[src/hw/rtl/ptfp_pkg.sv]
// ptfp_pkg: shared types and constants of the palette to framebuffer pixel converter
// holds the input and output item structs, the configuration struct and the code enums
// no dependencies
package ptfp_pkg;

    localparam int CFG_IDX_W  = 3;
    localparam int CFG_DATA_W = 5;

    typedef enum logic [0:0] {
        OP_WRITE   = 1'b0,
        OP_CONVERT = 1'b1
    } op_t;

    typedef enum logic [CFG_IDX_W-1:0] {
        REG_RED_BITS    = 3'd0,
        REG_RED_SHIFT   = 3'd1,
        REG_GREEN_BITS  = 3'd2,
        REG_GREEN_SHIFT = 3'd3,
        REG_BLUE_BITS   = 3'd4,
        REG_BLUE_SHIFT  = 3'd5,
        REG_BYTES       = 3'd6,
        REG_SCALE       = 3'd7
    } cfg_idx_t;

    typedef struct packed {
        op_t        op;
        logic [7:0] index;
        logic [7:0] red;
        logic [7:0] green;
        logic [7:0] blue;
    } in_item_t;

    typedef struct packed {
        logic [7:0] out_byte;
        logic       last;
    } out_item_t;

    typedef struct packed {
        logic [3:0] red_bits;
        logic [4:0] red_shift;
        logic [3:0] green_bits;
        logic [4:0] green_shift;
        logic [3:0] blue_bits;
        logic [4:0] blue_shift;
        logic [2:0] bytes_per_pixel;
        logic [3:0] scale;
    } cfg_t;

    localparam cfg_t CFG_RESET = '{
        red_bits:        4'd8,
        red_shift:       5'd16,
        green_bits:      4'd8,
        green_shift:     5'd8,
        blue_bits:       4'd8,
        blue_shift:      5'd0,
        bytes_per_pixel: 3'd4,
        scale:           4'd1
    };

endpackage

[src/hw/rtl/ptfp_serializer.sv]
// ptfp_serializer: packs one palette color into a 32-bit word and sends it byte by byte
// repeats the byte group per the scale setting and flags the final byte
// depends on ptfp_pkg
module ptfp_serializer #(
    parameter int MAX_SCALE = 8
) (
    input  logic              clk,
    input  logic              rst_n,
    input  ptfp_pkg::cfg_t    cfg,
    input  logic              load_valid,
    output logic              load_ready,
    input  logic [23:0]       entry,
    output logic              out_valid,
    input  logic              out_ready,
    output ptfp_pkg::out_item_t out_item
);
    import ptfp_pkg::*;

    localparam int REP_W = $clog2(MAX_SCALE + 1);

    logic [31:0]      pix_reg;
    logic [31:0]      pix_next;
    logic [1:0]       byte_cnt_reg;
    logic [1:0]       byte_cnt_next;
    logic [REP_W-1:0] rep_cnt_reg;
    logic [REP_W-1:0] rep_cnt_next;
    logic             busy_reg;
    logic             busy_next;

    logic [2:0]       nb_eff;
    logic [REP_W-1:0] reps_eff;
    logic [4:0]       scale_ext;
    logic             byte_end;
    logic             run_end;
    logic             xfer;
    logic             load;

    function automatic logic [7:0] keep(input logic [7:0] v, input logic [3:0] bits);
        logic [3:0] b;
        b = (bits > 4'd8) ? 4'd8 : bits;
        return v >> (4'd8 - b);
    endfunction

    function automatic logic [31:0] place(input logic [7:0] v, input logic [4:0] sh);
        return {24'b0, v} << sh;
    endfunction

    always_comb
    begin
        if (cfg.bytes_per_pixel == 3'd0)
        begin
            nb_eff = 3'd1;
        end
        else if (cfg.bytes_per_pixel > 3'd4)
        begin
            nb_eff = 3'd4;
        end
        else
        begin
            nb_eff = cfg.bytes_per_pixel;
        end
        scale_ext = {1'b0, cfg.scale};
        if (scale_ext == 5'd0)
        begin
            reps_eff = REP_W'(1);
        end
        else if (scale_ext > 5'(MAX_SCALE))
        begin
            reps_eff = REP_W'(MAX_SCALE);
        end
        else
        begin
            reps_eff = REP_W'(scale_ext);
        end
    end

    assign byte_end   = ({1'b0, byte_cnt_reg} == (nb_eff - 3'd1));
    assign run_end    = byte_end && (rep_cnt_reg == (reps_eff - REP_W'(1)));
    assign out_valid  = busy_reg;
    assign xfer       = busy_reg && out_ready;
    assign load_ready = !busy_reg || (xfer && run_end);
    assign load       = load_valid && load_ready;

    assign out_item.out_byte = pix_reg[{byte_cnt_reg, 3'b000} +: 8];
    assign out_item.last     = run_end;

    always_comb
    begin
        pix_next      = pix_reg;
        byte_cnt_next = byte_cnt_reg;
        rep_cnt_next  = rep_cnt_reg;
        busy_next     = busy_reg;
        if (load)
        begin
            pix_next = place(keep(entry[23:16], cfg.red_bits), cfg.red_shift)
                     | place(keep(entry[15:8], cfg.green_bits), cfg.green_shift)
                     | place(keep(entry[7:0], cfg.blue_bits), cfg.blue_shift);
            byte_cnt_next = 2'd0;
            rep_cnt_next  = '0;
            busy_next     = 1'b1;
        end
        else if (xfer)
        begin
            if (run_end)
            begin
                busy_next = 1'b0;
            end
            else if (byte_end)
            begin
                byte_cnt_next = 2'd0;
                rep_cnt_next  = rep_cnt_reg + REP_W'(1);
            end
            else
            begin
                byte_cnt_next = byte_cnt_reg + 2'd1;
            end
        end
    end

    always_ff @(posedge clk or negedge rst_n)
    begin
        if (!rst_n)
        begin
            busy_reg     <= 1'b0;
            byte_cnt_reg <= 2'd0;
            rep_cnt_reg  <= '0;
        end
        else
        begin
            busy_reg     <= busy_next;
            byte_cnt_reg <= byte_cnt_next;
            rep_cnt_reg  <= rep_cnt_next;
        end
    end

    always_ff @(posedge clk)
    begin
        pix_reg <= pix_next;
    end

endmodule
[config.mk]
export PLATFORM = sky130hd
export DESIGN_NAME = ptfp_serializer
export DESIGN_NICKNAME = d
export VERILOG_FILES = /design/src/hw/rtl/ptfp_pkg.sv /design/src/hw/rtl/ptfp_serializer.sv
export SDC_FILE = /design/constraint.sdc
export NUM_CORES = 1
export LEC_CHECK = 0
export BUFFER_PORTS_ARGS = -buffer_cell sky130_fd_sc_hd__buf_2
export CAP_MARGIN = 10
export CORE_UTILIZATION = 35
export DETAILED_ROUTE_END_ITERATION = 6
export PLACE_DENSITY = 0.64
export SKIP_CTS_REPAIR_TIMING = 1
export SLEW_MARGIN = 15
export SYNTH_ARGS = -nofsm -noshare
export SYNTH_HDL_FRONTEND = slang
export SYNTH_SLANG_ARGS = --single-unit
[constraint.sdc]
create_clock -name clk -period 4.7 [get_ports clk]
set_input_delay 0.47 -clock clk [delete_from_list [all_inputs] [get_ports clk]]
set_output_delay 0.47 -clock clk [all_outputs]
set_load 0.02 [all_outputs]
==> results_tabular.tex <==
\begin{tabular}{lr}
\hline
Metric & Value \\
\hline
\multicolumn{2}{l}{\textbf{STA}} \\
Remaining max-slew budget at the tightest pin & 0.472 \\
Setup Viol. Count Final & 0 \\
Portion of the clock cycle consumed by the worst path in the final layout & 0.828 \\
Transition time at the pin with the least slew margin & 0.789 ns \\
Final Skew & 0.00655 ns \\
Setup TNS after final layout & 0 ns \\
Setup repair after global routing missed its margin & no \\
Final hold violation count & 0 \\
Top achievable clock speed & 257 MHz \\
Period minus WS final & 3.89 ns \\
Max Transition Viols Final & 0 \\
\multicolumn{2}{l}{\textbf{Detailed routing}} \\
DRC & 0 \\
Number of DRC markers in iteration 0 & 661 \\
Via count of the routed design & 5934 \\
Drt via density & 6.38 \\
Antenna Nets Post-Route & 0 \\
Wirelength per Cell & 18.7 um \\
Sum of routed wire length over all layers & 17.4 mm \\
Detailed-routing iteration count for the pre-antenna-repair pass & 5 \\
\multicolumn{2}{l}{\textbf{Power and ir drop}} \\
Largest vdd supply drop & 0.157 mV \\
Static Leak & 2.38 nW \\
Post-layout total power & 1.63 mW \\
Pwr per Cell Area & 264 nW/um2 \\
\multicolumn{2}{l}{\textbf{Final layout}} \\
Number of flip-flops under the largest register name & 32 \\
Most frequent cells in the layout & buf\_2 (72), nand2\_1 (66), nor2\_1 (58) \\
Post-route non-filler standard cell count & 930 \\
Layout Area Growth over Synthesis & 7.74\% \\
Final net count & 781 \\
Most common library cell in the layout ignoring fill and taps & buf\_2 \\
Number of diodes & 0 \\
Number of inserted filler cells in the final layout & 1623 \\
Fraction of layout instances using a drive strength above 1 & 0.209 \\
End-of-flow core utilization & 0.387 \\
Sequential Area & 1140 um2 \\
Multi-input gate area in the final layout & 4140 um2 \\
\multicolumn{2}{l}{\textbf{Global route}} \\
Overall Global Routing Usage & 0.207 \\
Vias in the first global route & 5249 \\
Antenna violations before repair & 0 \\
First-pass GRT wire length & 27.7 mm \\
Maximum number of pins on one net before global-route repair & 37 \\
Residual overflow from global routing & 0 \\
\multicolumn{2}{l}{\textbf{Die}} \\
Die Span X & 130 um \\
Number of top-level pins & 73 \\
Area of the die & 16900 um2 \\
Number of placement rows & 46 \\
Height of the die & 130 um \\
Initial Util & 0.359 \\
Placeable core area & 15900 um2 \\
\multicolumn{2}{l}{\textbf{Clock network}} \\
Clock tree from TritonCTS & built \\
Number of buffers created by CTS & 5 \\
Root Buffer & clkbuf\_16 \\
Number of clock sinks & 39 \\
Clock Latency Late Sink & 0.28 ns \\
H-tree depth & 2 \\
CTS max path bufs & 2 \\
Clock transition at the registers of the reported paths & 0.05 ns \\
\multicolumn{2}{l}{\textbf{Synthesis}} \\
Flip-flop and latch count after synthesis & 39 \\
Mean area per synthesized cell & 8.44 um2 \\
Number of enable flip-flop cells after synthesis & 32 \\
Share of synthesized registers carrying an async set or reset & 0.179 \\
Number of warnings reported in the yosys synthesis log & 0 \\
Number of unique standard cell types used by synthesis & 113 \\
Post-synthesis sequential area ratio & 0.198 \\
Cell count after synthesis & 678 \\
Cell area after synthesis & 5730 um2 \\
Top FF cell, synth & edfxtp\_1 \\
Post-synthesis net count & 746 \\
\multicolumn{2}{l}{\textbf{Critical path}} \\
Critical path class & in2reg \\
Critical-path cell list & buf\_2 -> nor2b\_1 -> inv\_2 -> ha\_1 -> and2b\_2 -> nor3\_1 -> mux2i\_1 -> o32ai\_4 -> or3\_4 -> o211ai\_2 -> o21ai\_1 -> a211o\_1 \\
Required time at the worst-slack endpoint & 4.72 ns \\
Highest-delay cell along the critical path & or3\_4 \\
Critical path buffer and inverter count & 2 \\
Kind of start point of the critical path & input pin \\
Top Family by Delay on Critical Path & simple AND/OR/NAND/NOR gates \\
Delay of the slowest cell on the worst path & 0.43 ns \\
Endpoint kind of the worst setup timing path & flip-flop \\
Crit-path max FO & 11 \\
Endpoint arrival time on the critical path & 3.91 ns \\
\multicolumn{2}{l}{\textbf{Placed design}} \\
Placer Congestion & 1.00 \\
DP Cell Count & 922 \\
Quantity of I/O buffers inserted on ports & 72 \\
HPWL Detailed & 13.5 mm \\
\multicolumn{2}{l}{\textbf{Worst hold path}} \\
Type of the tightest min-delay check & in2async \\
\multicolumn{2}{l}{\textbf{Outcome}} \\
Status & finished clean \\
\multicolumn{2}{l}{\textbf{Run}} \\
\# Max-Cap Violations & 0 \\
\hline
\end{tabular}
[final cells by class]
class | count | share of cell area
sequential | 39 | 0.184
inverter | 27 | 0.0164
clock inverter | 2 | 0.00122
multi-input combinational | 565 | 0.671
timing repair buffer | 75 | 0.0621
clock buffer | 6 | 0.0209
tap | 216 | 0.0438
[cells by family after synthesis]
logic type	synth area share
AOI/OAI and AO/OA	0.327
xor gates and xnor gates	0.0262
adders and majority gates	0.0131
buffers and inverters	0.0782
DFF	0.198
muxes	0.123
and+or+nand+nor	0.234
[Yosys cell counts (10+ instances only)]
cell / count / share of area
a211o_1: 10 / 0.015
a211oi_1: 10 / 0.013
a21oi_1: 27 / 0.024
a22oi_1: 11 / 0.014
clkbuf_1: 17 / 0.011
edfxtp_1: 32 / 0.17
inv_1: 23 / 0.015
mux2_2: 11 / 0.022
mux2i_1: 36 / 0.063
nand2_1: 66 / 0.043
nand2b_1: 11 / 0.012
nand3_1: 26 / 0.023
nor2_1: 58 / 0.038
nor2b_1: 10 / 0.011
nor3_1: 16 / 0.014
o211ai_1: 10 / 0.013
o21ai_0: 25 / 0.022
o221ai_1: 13 / 0.020
[routing by layer]
layer | track usage | share of wire
met1 | 0.294 | 0.45
met2 | 0.305 | 0.42
met3 | 0.0381 | 0.093
met4 | 0.0889 | 0.035
met5 | 0 | 0
[report_power, final]
group | switching [mW] | internal (mW)
Clock | 0.117 | 0.193
Combinational | 0.486 | 0.356
Sequential | 0.0619 | 0.418
Total | 0.665 | 0.967
[final timing paths]
path                                 start              end  slack, ns  depth (start not counted)
setup / recovery                   cfg[21]      pix_reg[28]       0.81                         12
hold / removal                       rst_n        out_valid       0.02                          1
setup reg to reg           byte_cnt_reg[0]   rep_cnt_reg[0]       1.89                          8
hold reg to reg             rep_cnt_reg[3]   rep_cnt_reg[3]       0.54                          2
max in group asynchronous            rst_n  byte_cnt_reg[1]       4.52                          1
min in group clk                load_valid        out_valid       0.42                          3
[worst register-to-register path: stages, from the launching register on]
cell     delay [ns]
dfrtp_1        0.59
and3_1         0.28
or4_4          0.53
nor3_1         0.24
a21bo_2        0.19
and2_1         0.12
buf_4          0.39
nor2_1         0.08
mux2_2         0.27
[metrics by stage]
step / setup WS, ns / hold slack, ns / area [um2]
final: 0.808 / 0.0220 / 6170
after global routing: 0.477 / 0.0282 / 6170
after CTS: 0.856 / 0.0199 / 6170
after detailed placement: 0.569 / 0.314 / 6030
after global placement: 0.619 / 0.318 / 6030
after floorplan: 1.11 / 0.174 / 5730
No activity file was read; power rests on OpenSTA's default activity.
